<file path="config.mk">
export PLATFORM = sky130hd
export DESIGN_NAME = path_escape_encoder
export DESIGN_NICKNAME = d
export VERILOG_FILES = /design/src/rtl/pee_pkg.sv /design/src/rtl/pee_encoder.sv /design/src/rtl/pee_serializer.sv /design/src/rtl/path_escape_encoder.sv
export SDC_FILE = /design/constraint.sdc
export NUM_CORES = 1
export LEC_CHECK = 0
export BUFFER_PORTS_ARGS = -buffer_cell sky130_fd_sc_hd__buf_2
export CAP_MARGIN = 20
export CORE_AREA = 2 2 145 147
export CTS_CLUSTER_DIAMETER = 100
export DETAILED_ROUTE_END_ITERATION = 8
export DIE_AREA = 0 0 147 149
export PLACE_DENSITY_LB_ADDON = 0.15
export SYNTH_ARGS = -nofsm -noshare
export SYNTH_HDL_FRONTEND = slang
export SYNTH_HIERARCHICAL = 1
export SYNTH_SLANG_ARGS = --single-unit
</file>
<file path="constraint.sdc">
create_clock -name clk -period 16.7 [get_ports clk]
set_input_delay 1.67 -clock clk [delete_from_list [all_inputs] [get_ports clk]]
set_output_delay 1.67 -clock clk [all_outputs]
set_load 0.01 [all_outputs]
</file>
<file path="src/rtl/pee_pkg.sv">
`timescale 1ns / 1ps
`default_nettype none
// ----------------------------------------------------------------------------
// Path escape encoder package
// Beat types, character constants and the byte classification helpers.
// ----------------------------------------------------------------------------
package pee_pkg;

	localparam int unsigned MAX_RESULTS = 6;
	localparam int unsigned CNT_W       = 3;
	localparam int unsigned CFG_IDX_W   = 1;

	// Register indexes of the configuration port.
	localparam logic [CFG_IDX_W-1:0] REG_ESCAPE_ENABLE = 1'b0;
	localparam logic [CFG_IDX_W-1:0] REG_ALLOW_COLON   = 1'b1;

	// Hold codes of the encoder.
	localparam logic [1:0] MODE_NONE  = 2'd0;
	localparam logic [1:0] MODE_PCT   = 2'd1;
	localparam logic [1:0] MODE_DIGIT = 2'd2;

	localparam logic [7:0] CH_PCT   = 8'h25;
	localparam logic [7:0] CH_SLASH = 8'h2f;
	localparam logic [7:0] CH_COLON = 8'h3a;
	localparam logic [7:0] CH_BSL   = 8'h5c;
	localparam logic [7:0] CH_X     = 8'h78;

	typedef struct packed {
		logic [7:0] in_byte;
		logic       in_last;
	} in_item_t;

	typedef struct packed {
		logic [7:0] out_byte;
		logic       out_last;
	} out_item_t;

	// All output bytes caused by one input beat.
	typedef struct packed {
		logic [MAX_RESULTS-1:0][7:0] bytes;
		logic [CNT_W-1:0]            count;
		logic                        last;
	} group_t;

	function automatic logic is_hex(input logic [7:0] b);
		return (b >= 8'h30 && b <= 8'h39) || (b >= 8'h61 && b <= 8'h66) ||
			(b >= 8'h41 && b <= 8'h46);
	endfunction

	function automatic logic passes_raw(input logic [7:0] b, input logic colon);
		return (b >= 8'h30 && b <= 8'h39) || (b >= 8'h61 && b <= 8'h7a) ||
			(b >= 8'h41 && b <= 8'h5a) || (b == CH_SLASH) ||
			(colon && (b == CH_COLON));
	endfunction

	function automatic logic [7:0] hex_char(input logic [3:0] nib);
		return (nib < 4'd10) ? (8'h30 + {4'd0, nib}) : (8'h57 + {4'd0, nib});
	endfunction

	function automatic group_t push(input group_t g, input logic [7:0] b);
		group_t r;
		r = g;
		r.bytes[r.count] = b;
		r.count = r.count + CNT_W'(1);
		return r;
	endfunction

	// A byte outside any percent sequence: raw or backslash-x with two digits.
	function automatic group_t encode(input group_t g, input logic [7:0] b,
			input logic colon);
		group_t r;
		r = g;
		if (passes_raw(b, colon)) begin
			r = push(r, b);
		end else begin
			r = push(r, CH_BSL);
			r = push(r, CH_X);
			r = push(r, hex_char(b[7:4]));
			r = push(r, hex_char(b[3:0]));
		end
		return r;
	endfunction

endpackage
`default_nettype wire

</file>
<file path="src/rtl/pee_encoder.sv">
`timescale 1ns / 1ps
`default_nettype none
// ----------------------------------------------------------------------------
// Path escape encoder core
// Turns one registered input beat into its group of output bytes and keeps
// the held percent sign and digit between beats.
// ----------------------------------------------------------------------------
module pee_encoder
	import pee_pkg::*;
(
	input  wire logic     clk,
	input  wire logic     arst_n,
	input  wire in_item_t item,
	input  wire logic     advance,
	input  wire logic     escape_enable,
	input  wire logic     allow_colon,
	output group_t        group
);

	logic [1:0] mode_q;
	logic [7:0] digit_q;
	logic [1:0] mode_nxt;
	logic [7:0] digit_nxt;
	group_t     g;

	always_comb begin
		g         = '0;
		mode_nxt  = mode_q;
		digit_nxt = digit_q;
		if (!escape_enable) begin
			if (mode_q == MODE_PCT || mode_q == MODE_DIGIT) g = push(g, CH_PCT);
			if (mode_q == MODE_DIGIT) g = push(g, digit_q);
			mode_nxt = MODE_NONE;
			g = push(g, item.in_byte);
		end else begin
			unique case (mode_q)
				MODE_PCT: begin
					if (is_hex(item.in_byte)) begin
						mode_nxt  = MODE_DIGIT;
						digit_nxt = item.in_byte;
					end else if (item.in_byte == CH_PCT) begin
						mode_nxt = MODE_NONE;
						g = push(g, CH_PCT);
					end else begin
						mode_nxt = MODE_NONE;
						g = push(g, CH_PCT);
						g = encode(g, item.in_byte, allow_colon);
					end
				end
				MODE_DIGIT: begin
					mode_nxt = MODE_NONE;
					if (is_hex(item.in_byte)) begin
						g = push(g, CH_BSL);
						g = push(g, CH_X);
						g = push(g, digit_q);
						g = push(g, item.in_byte);
					end else begin
						g = push(g, CH_PCT);
						g = push(g, digit_q);
						if (item.in_byte == CH_PCT) mode_nxt = MODE_PCT;
						else g = encode(g, item.in_byte, allow_colon);
					end
				end
				default: begin
					mode_nxt = MODE_NONE;
					if (item.in_byte == CH_PCT) mode_nxt = MODE_PCT;
					else g = encode(g, item.in_byte, allow_colon);
				end
			endcase
			// The end of a path flushes whatever is still held.
			if (item.in_last) begin
				if (mode_nxt == MODE_PCT || mode_nxt == MODE_DIGIT) g = push(g, CH_PCT);
				if (mode_nxt == MODE_DIGIT) g = push(g, digit_nxt);
				mode_nxt = MODE_NONE;
			end
		end
		g.last = item.in_last;
	end

	assign group = g;

	always_ff @(posedge clk or negedge arst_n) begin
		if (!arst_n) begin
			mode_q  <= MODE_NONE;
			digit_q <= 8'd0;
		end else if (advance) begin
			mode_q  <= mode_nxt;
			digit_q <= digit_nxt;
		end
	end

	a_mode_legal: assert property (@(posedge clk) disable iff (!arst_n)
		mode_q != 2'd3)
		else $error("pee_encoder: illegal hold code");

	a_last_clears: assert property (@(posedge clk) disable iff (!arst_n)
		advance && item.in_last |=> mode_q == MODE_NONE)
		else $error("pee_encoder: hold survived the end of a path");

endmodule
`default_nettype wire

</file>
<file path="src/rtl/pee_serializer.sv">
`timescale 1ns / 1ps
`default_nettype none
// ----------------------------------------------------------------------------
// Path escape encoder serializer
// Holds one group of output bytes and hands them out one beat at a time.
// ----------------------------------------------------------------------------
module pee_serializer
	import pee_pkg::*;
(
	input  wire logic   clk,
	input  wire logic   arst_n,
	input  wire group_t group,
	input  wire logic   load,
	output logic        load_ready,
	output logic        out_valid,
	input  wire logic   out_ready,
	output out_item_t   out_data
);

	group_t           grp_q;
	logic             valid_q;
	logic [CNT_W-1:0] idx_q;
	logic             final_beat;
	logic             fire;

	assign final_beat = (idx_q == grp_q.count - CNT_W'(1));
	assign fire       = valid_q && out_ready;
	assign load_ready = !valid_q || (fire && final_beat);

	assign out_valid         = valid_q;
	assign out_data.out_byte = grp_q.bytes[idx_q];
	assign out_data.out_last = grp_q.last && final_beat;

	always_ff @(posedge clk or negedge arst_n) begin
		if (!arst_n) begin
			valid_q <= 1'b0;
			idx_q   <= '0;
		end else if (load && load_ready) begin
			valid_q <= 1'b1;
			idx_q   <= '0;
		end else if (fire && final_beat) begin
			valid_q <= 1'b0;
		end else if (fire) begin
			idx_q <= idx_q + CNT_W'(1);
		end
	end

	always_ff @(posedge clk) begin
		if (load && load_ready) grp_q <= group;
	end

	a_idx_in_range: assert property (@(posedge clk) disable iff (!arst_n)
		valid_q |-> idx_q < grp_q.count)
		else $error("pee_serializer: index beyond group");

	a_count_bound: assert property (@(posedge clk) disable iff (!arst_n)
		valid_q |-> grp_q.count != '0 && grp_q.count <= CNT_W'(MAX_RESULTS))
		else $error("pee_serializer: bad group size");

	a_step: assert property (@(posedge clk) disable iff (!arst_n)
		fire && !final_beat |=> valid_q && idx_q == $past(idx_q) + CNT_W'(1))
		else $error("pee_serializer: byte skipped or repeated");

endmodule
`default_nettype wire

</file>
<file path="src/rtl/path_escape_encoder.sv">
`timescale 1ns / 1ps
`default_nettype none
// ----------------------------------------------------------------------------
// Path escape encoder
// Streams path bytes and emits them hex-escaped, one output byte per beat.
// ----------------------------------------------------------------------------
//  Channel | Handshake            | Payload
//  in      | in_valid / in_ready  | in_data  (in_byte, in_last)
//  out     | out_valid/ out_ready | out_data (out_byte, out_last)
//  cfg     | cfg_valid/ cfg_ready | cfg_index, cfg_data
//
// An input beat is registered, encoded in the next cycle and its 0 to 6
// output bytes go out one per cycle from the group register while out_ready is high.
// The output port sets the pace: a byte outside a percent sequence
// produces at most four output bytes.
// A new input beat is taken while the previous group is still draining.
// Reset clears the hold and sets escaping on and colon escaping on.
// ----------------------------------------------------------------------------
module path_escape_encoder
	import pee_pkg::*;
(
	input  wire logic                 clk,
	input  wire logic                 arst_n,
	input  wire logic                 in_valid,
	output logic                      in_ready,
	input  wire in_item_t             in_data,
	output logic                      out_valid,
	input  wire logic                 out_ready,
	output out_item_t                 out_data,
	input  wire logic                 cfg_valid,
	output logic                      cfg_ready,
	input  wire logic [CFG_IDX_W-1:0] cfg_index,
	input  wire logic [7:0]           cfg_data
);

	in_item_t item_q;
	logic     item_valid_q;
	logic     escape_enable_q;
	logic     allow_colon_q;
	group_t   group;
	logic     load_ready;
	logic     take;

	// A beat that produces nothing is consumed without loading the serializer.
	assign take     = item_valid_q && (group.count == '0 || load_ready);
	assign in_ready = !item_valid_q || take;
	assign cfg_ready = 1'b1;

	always_ff @(posedge clk or negedge arst_n) begin
		if (!arst_n) begin
			item_valid_q <= 1'b0;
		end else if (in_valid && in_ready) begin
			item_valid_q <= 1'b1;
		end else if (take) begin
			item_valid_q <= 1'b0;
		end
	end

	always_ff @(posedge clk) begin
		if (in_valid && in_ready) item_q <= in_data;
	end

	always_ff @(posedge clk or negedge arst_n) begin
		if (!arst_n) begin
			escape_enable_q <= 1'b1;
			allow_colon_q   <= 1'b0;
		end else if (cfg_valid && cfg_ready) begin
			unique case (cfg_index)
				REG_ESCAPE_ENABLE: escape_enable_q <= cfg_data[0];
				REG_ALLOW_COLON:   allow_colon_q   <= cfg_data[0];
				default: ;
			endcase
		end
	end

	pee_encoder u_encoder (
		.clk           (clk),
		.arst_n        (arst_n),
		.item          (item_q),
		.advance       (take),
		.escape_enable (escape_enable_q),
		.allow_colon   (allow_colon_q),
		.group         (group)
	);

	pee_serializer u_serializer (
		.clk        (clk),
		.arst_n     (arst_n),
		.group      (group),
		.load       (take && group.count != '0),
		.load_ready (load_ready),
		.out_valid  (out_valid),
		.out_ready  (out_ready),
		.out_data   (out_data)
	);

endmodule
`default_nettype wire

</file>
==> results of run 1 <==
## metal layers
| layer | vias up | wire length (um) |
|---|---|---|
| met5 | - | 0 |
| met4 | 0 | 438 |
| met3 | 26 | 1327 |
| met2 | 246 | 9094 |
| met1 | 2665 | 9253 |
| li1 | 2505 | - |
## power groups by stage
stage	Combinational [W]	Clock [W]	Sequential, W
6_report	0.000409	0.000188	0.000303
5_1_grt	0.000445	0.000201	0.000309
4_1_cts	0.000407	0.000194	0.000303
3_5_place_dp	0.000406	0	0.000307
3_3_place_gp	0.000401	0	0.000306
2_1_floorplan	0.000311	0	0.000279
## cells by family (layout without fill, tap and decap cells)
kind of cell             Yosys count  count (layout)  synth area share [%]
other                              1               1               0.06240
AND/OR/NAND/NOR                  188             188                 15.76
buffers and inverters             79              85                 5.371
flip-flops                        78              78                 37.58
AO/OA/AOI/OAI                    237             237                 28.75
multiplexers                      32              32                 7.245
adder cells (fa/ha/maj)           17              17                 3.539
XOR/XNOR                          10              10                 1.686
## final cells by class
cell class              count  area [um^2]
clock buffers              11        242.7
clock inverters             5        33.78
fillers                  2152        13910
inverters                  33        123.9
multi-input cells         485         3442
flip-flops and latches     78         2258
well taps                 275        344.1
repair buffers             36        205.2
## synth_stat cells (4+ instances only)
library cell	number	area, um^2
o21a_1	8	60.06
a211oi_1	5	37.54
and3_1	10	62.56
nor3_1	8	40.04
a21oi_1	37	185.2
a32oi_1	5	43.79
a32o_1	7	70.07
a22oi_1	15	112.6
mux2i_1	17	170.2
ha_1	17	212.7
a221oi_1	10	87.58
a31oi_1	7	43.79
nand3_1	16	80.08
nor2_1	40	150.1
mux4_2	8	180.2
clkbuf_1	37	138.9
o22ai_1	18	112.6
nand4_1	9	56.30
o31ai_1	5	37.54
xnor2_1	6	52.55
nor2b_1	7	43.79
nand2b_1	5	31.28
a221o_1	7	70.07
nand2_1	64	240.2
a41oi_1	6	52.55
o211ai_1	5	37.54
mux2_2	5	56.30
o21ai_0	47	235.2
inv_1	29	108.9
o211a_1	4	40.04
o221ai_1	5	43.79
dfrtp_1	16	400.4
a21o_1	7	52.55
edfxtp_1	61	1832
nor4_1	5	31.28
## flip-flops by register name, indices dropped and copies added, names as in the netlist
register                count
allow_colon_q               1
escape_enable_q             1
u_serializer/grp_q         52
item_valid_q                1
item_q                      9
u_encoder/mode_q            2
u_serializer/out_valid      1
u_encoder/digit_q           8
u_serializer/idx_q          3
## cells in the final DEF, fill, tap and decap left out, types with 15 or more instances in the layout
cell type	Yosys	routed
nand2_1	64	64
edfxtp_1	61	61
o21ai_0	47	47
nor2_1	40	40
a21oi_1	37	37
inv_1	29	29
buf_2	2	26
o22ai_1	18	17
mux2i_1	17	17
ha_1	17	17
dfrtp_1	16	16
nand3_1	16	16
a22oi_1	15	15
## worst min-delay path by stage
| stage | end | start | slack (ns) |
|---|---|---|---|
| after global placement | allow_colon_q | allow_colon_q | 0.53 |
| after floorplan | allow_colon_q | allow_colon_q | 0.48 |
| after global routing | allow_colon_q | allow_colon_q | 0.56 |
| after detailed placement | allow_colon_q | allow_colon_q | 0.52 |
| final | allow_colon_q | allow_colon_q | 0.53 |
| after CTS | allow_colon_q | allow_colon_q | 0.54 |
## through the flow
step	hold WS [ns]	power, W	setup WS [ns]	instance area (um^2)
3_3_place_gp	0.5332	0.0007063	9.002	6366
3_5_place_dp	0.5242	0.0007129	8.940	6374
2_1_floorplan	0.4795	0.0005897	8.695	6010
4_1_cts	0.5403	0.0009041	8.529	6650
5_1_grt	0.5589	0.0009557	8.132	6650
6_report	0.5271	0.0009003	8.395	6650
==> flow_summary.yaml, run 1 <==
outcome:
  status: "completed"
power_and_ir_drop:
  clock_power_share_pct: 20.9
  p_seq_share_pct: 33.7
  vdd_drop_max_mv: 0.05527
  p_per_area_nw_per_um2: 135.4
  pwr-share-comb_pct: 45.4
  switchingPower_w: 0.0003851
  internal-power_w: 0.0005151
  p_leak_nw: 2.348
  switching_share_pct: 42.78
final_layout:
  diodes: 0
  stdcell_count: 923
  fin_nets: 683
  area_growth_pct: 10.66
  drive_gt1_share_pct: 13.73
  fin_util_pct: 32.35
worst_setup_path:
  path_buf_inv: 3
  critPathLaunchType: "flip-flop"
  path_class: "flip-flop to output pin"
  critPathArrivalTime_ns: 6.64
  reg2reg_to: "u_encoder/digit_q[3]"
  cp.depth: 18
  reg2reg_slack_ns: 8.93
  reg2reg_from: "item_q[2]"
  critPathMaxStageDelay_ns: 0.79
  cp-end-kind: "output pin"
  crit_fanout: 18
  cpMaxStageDelayCell: "edfxtp_1"
  cp_common_cell: "ha_1"
  startpoint: "item_q[2]"
  path_delay_family: "simple AND/OR/NAND/NOR gates"
  path_cells: "inv_1, ha_1, or4b_1, a311o_1, o21a_1, nor4_1, o21a_1, ha_1, nor2b_1, a21oi_1, inv_2, ha_1, mux2_2, mux2i_1, a21oi_1, or3_4, nand2_1, buf_2"
  required_ns: 15.03
  ff2ff_path_depth: 19
  crit_path_end: "in_ready"
global_route:
  use_met2_pct: 28.76
  grt_pass1_wl_um: 30920
  use_met1_pct: 25.82
  grt_pass1_vias: 5119
  grt_overflow: 0
  busiest_layer: "met2"
  grtUsageTotal_pct: 18.32
  grt_use_met3_pct: 3.180
  grt_max_degree: 53
  antenna_found_initial: 0
timing:
  tightest_slew_ns: 0.9429
  hold_viol_final: 0
  finClkSkew_ns: 0.01306
  post-route-period-util_pct: 49.73
  slew_headroom_pct: 36.76
  tns_ns: 0
  rsz0062_at_grt: "false"
  period_minus_slack_ns: 8.305
  timing.fmax_mhz: 120.4
  maxSlewViolCount: 0
  report.final.setup_viol: 0
synthesis:
  ys_warn_count: 6
  synthesis.area_um2: 6010
  ys_types: 89
  syn_area_per_cell_um2: 9.361
  syn_inst: 642
  synth_seq_area_share_pct: 37.58
  synth_edf_count: 61
  synth_seq_cells: 78
  ys.flop_type: "edfxtp_1"
  async_flop_share_pct: 21.79
  syn_nets: 682
detailed_routing:
  vias: 5442
  drt_iter0_drc: 572
  routed_wl_um: 20110
  vias_per_cell: 5.896
  drc: 0
  drt_first_pass_iters: 5
  route.antenna.remaining_nets: 0
  post_drt_wl_per_cell_um: 21.79
clock_tree:
  numCtsBuffers: 9
  clkTransAtPathRegs_ns: 0.07
  cts_htree_levels: 3
  cts.sinks: 78
  cts_setup_buffers: 0
  cts-resized-gates: 0
  clock_path_buffers: 2
  clk_latency_ns: 0.35
  holdBufCountCts: 0
  root_buffer: "clkbuf_16"
  cts_tree: "yes"
floorplanning:
  io_pins: 35
  rows: 53
  die_w_um: 147
  start_util_pct: 29.23
  die_area_um2: 21900
  core_area_um2: 20560
  die_h_um: 149
min_path:
  hold_depth: 1
  hold_class: "flip-flop to flip-flop"
placement:
  numPortBuffers: 26
  detailed_place_hpwl_um: 14750
  dp.cells: 907
  gp_congestion: 0.9292
job:
  cap_violations: 0
No activity file was read; power rests on OpenSTA's default activity.
==> run 2, diff against run 1 <==
- clock period: 16.7 -> 7.55 ns (I/O delays scaled with it)
==> flow_summary.yaml, run 2 (same netlist as run 1, synthesis figures left out) <==
floorplanning:
  start_util_pct: 29.23
  die_area_um2: 21900
  io_pins: 35
  die_w_um: 147
  core_area_um2: 20560
  rows: 53
  die_h_um: 149
clock_tree:
  cts_tree: "yes"
  cts-resized-gates: 0
  numCtsBuffers: 9
  holdBufCountCts: 0
  cts_setup_buffers: 0
  clk_latency_ns: 0.35
  clkTransAtPathRegs_ns: 0.06
  cts.sinks: 78
  cts_htree_levels: 3
  root_buffer: "clkbuf_16"
  clock_path_buffers: 2
outcome:
  status: "completed"
worst_setup_path:
  path_buf_inv: 5
  path_cells: "inv_1, ha_1, or4b_1, a311o_1, o21ai_0, nand4_2, mux2_4, inv_1, ha_1, nor2b_1, a21oi_1, inv_2, ha_1, nand2_1, xnor2_1, nand2_1, xnor2_1, a21o_1, or3_4, and3_1, inv_1, o22ai_4, buf_4"
  critPathLaunchType: "flip-flop"
  path_class: "flip-flop to flip-flop"
  critPathMaxStageDelay_ns: 0.73
  path_delay_family: "compound AO/OA/AOI/OAI gates"
  crit_fanout: 30
  required_ns: 7.57
  cp-end-kind: "flip-flop"
  cpMaxStageDelayCell: "o22ai_4"
  critPathArrivalTime_ns: 6.86
final_layout:
  largest_reg_flops: 52
  largest_registers: "u_serializer/grp_q: 52 flops, item_q: 9 flops, u_encoder/digit_q: 8 flops"
  area_growth_pct: 13.28
  drive_gt1_share_pct: 16.04
  fin_nets: 702
  nFillCells: 2126
  diodes: 0
  fin_util_pct: 33.12
  mostFrequentLayoutCells: "nand2_1 (64), edfxtp_1 (61), o21ai_0 (47)"
  top_register: "u_serializer/grp_q"
  final_common_cell: "nand2_1"
placement:
  gp_congestion: 0.9045
  detailed_place_hpwl_um: 15510
  numPortBuffers: 26
  preCtsSetupSlack_ns: 0.7463
detailed_routing:
  routed_wl_um: 20690
  post_drt_wl_per_cell_um: 21.96
  route.antenna.remaining_nets: 0
  drt_first_pass_iters: 6
  vias_per_cell: 5.883
  drc: 0
  vias: 5542
  drt_iter0_drc: 543
global_route:
  grtUsageTotal_pct: 19.13
  grt_max_degree: 42
  grt_pass1_vias: 5315
  grt_overflow: 0
  grt_pass1_wl_um: 32140
  antenna_found_initial: 0
timing:
  slew_headroom_pct: 35.35
  maxSlewViolCount: 0
  period_minus_slack_ns: 6.838
  finClkSkew_ns: 0.01109
  tightest_slew_ns: 0.9698
  hold_viol_final: 0
  report.final.setup_viol: 0
  post-route-period-util_pct: 90.57
  tns_ns: 0
  fin_ws_ns: 0.7120
  timing.fmax_mhz: 146.2
  rsz0062_at_grt: "false"
power_and_ir_drop:
  vdd_drop_max_mv: 0.1441
  p_per_area_nw_per_um2: 301.0
  power.total_w: 0.002049
  p_leak_nw: 2.444
min_path:
  hold_class: "input port to async pin"
job:
  cap_violations: 0
## run 2: cell types whose count changed in the layout (fill, tap and decap cells not counted)
| cell | delta |
|---|---|
| buf_4 | +19 |
| bufinv_16 | +1 |
| clkbuf_8 | -1 |
| clkinv_1 | +1 |
| clkinv_2 | -1 |
| clkinv_4 | +1 |
| inv_6 | -1 |
## run 2: layer usage
layer / routed length [um] / track usage, % / vias up
met5: 0 / 0 / -
met4: 794 / 9.183 / 0
met3: 1472 / 2.538 / 46
met2: 9302 / 29.55 / 289
met1: 9120 / 26.61 / 2661
li1: - / - / 2546
## run 2: path summary, 6_finish.rpt
path	startpoint	end	slack, ns	cells past startpoint
min reg2reg	allow_colon_q	allow_colon_q	0.57	1
min	arst_n	u_serializer/idx_q[1]	0.36	1
max reg2reg	item_q[1]	u_serializer/grp_q[22]	0.71	23
min in group clk	allow_colon_q	allow_colon_q	0.57	1
max	item_q[1]	u_serializer/grp_q[22]	0.71	23
max in group asynchronous	arst_n	escape_enable_q	6.82	1
## run 2: worst reg2reg max path, cell delays in order (launching register included)
cell and delay [ns]:
edfxtp_1 0.65, inv_1 0.18, ha_1 0.28, or4b_1 0.48
a311o_1 0.44, o21ai_0 0.29, nand4_2 0.38, mux2_4 0.43
inv_1 0.19, ha_1 0.29, nor2b_1 0.14, a21oi_1 0.20
inv_2 0.06, ha_1 0.20, nand2_1 0.08, xnor2_1 0.11
nand2_1 0.08, xnor2_1 0.17, a21o_1 0.15, or3_4 0.15
and3_1 0.29, inv_1 0.14, o22ai_4 0.73, buf_4 0.42
## run 2: where the power goes
group / total (W) / switching, W / internal (W)
logic: 0.000964 / 0.000604 / 0.000360
clock network: 0.000439 / 0.000184 / 0.000255
registers: 0.000646 / 0.0000745 / 0.000571
total: 0.00205 / 0.000862 / 0.00119
## run 2: final cells by class
cell class              instances  area [um^2]  share of cell area, %
clock buffers                  10        229.0                  3.363
clock inverters                 6        62.56                 0.9189
inverters                      33        123.9                  1.820
multi-input cells             485         3442                  50.56
flip-flops and latches         78         2258                  33.17
well taps                     275        344.1                  5.054
repair buffers                 55        347.8                  5.109
## run 2: metrics by stage
stage / hold WS (ns) / cells / area [um^2]
finish: 0.3638 / 942 / 6808
global route: 0.3764 / 942 / 6808
CTS: 0.3758 / 942 / 6808
detailed placement: 0.5627 / 926 / 6516
global placement: 0.5339 / 925 / 6509
floorplan: 0.4594 / 642 / 6016
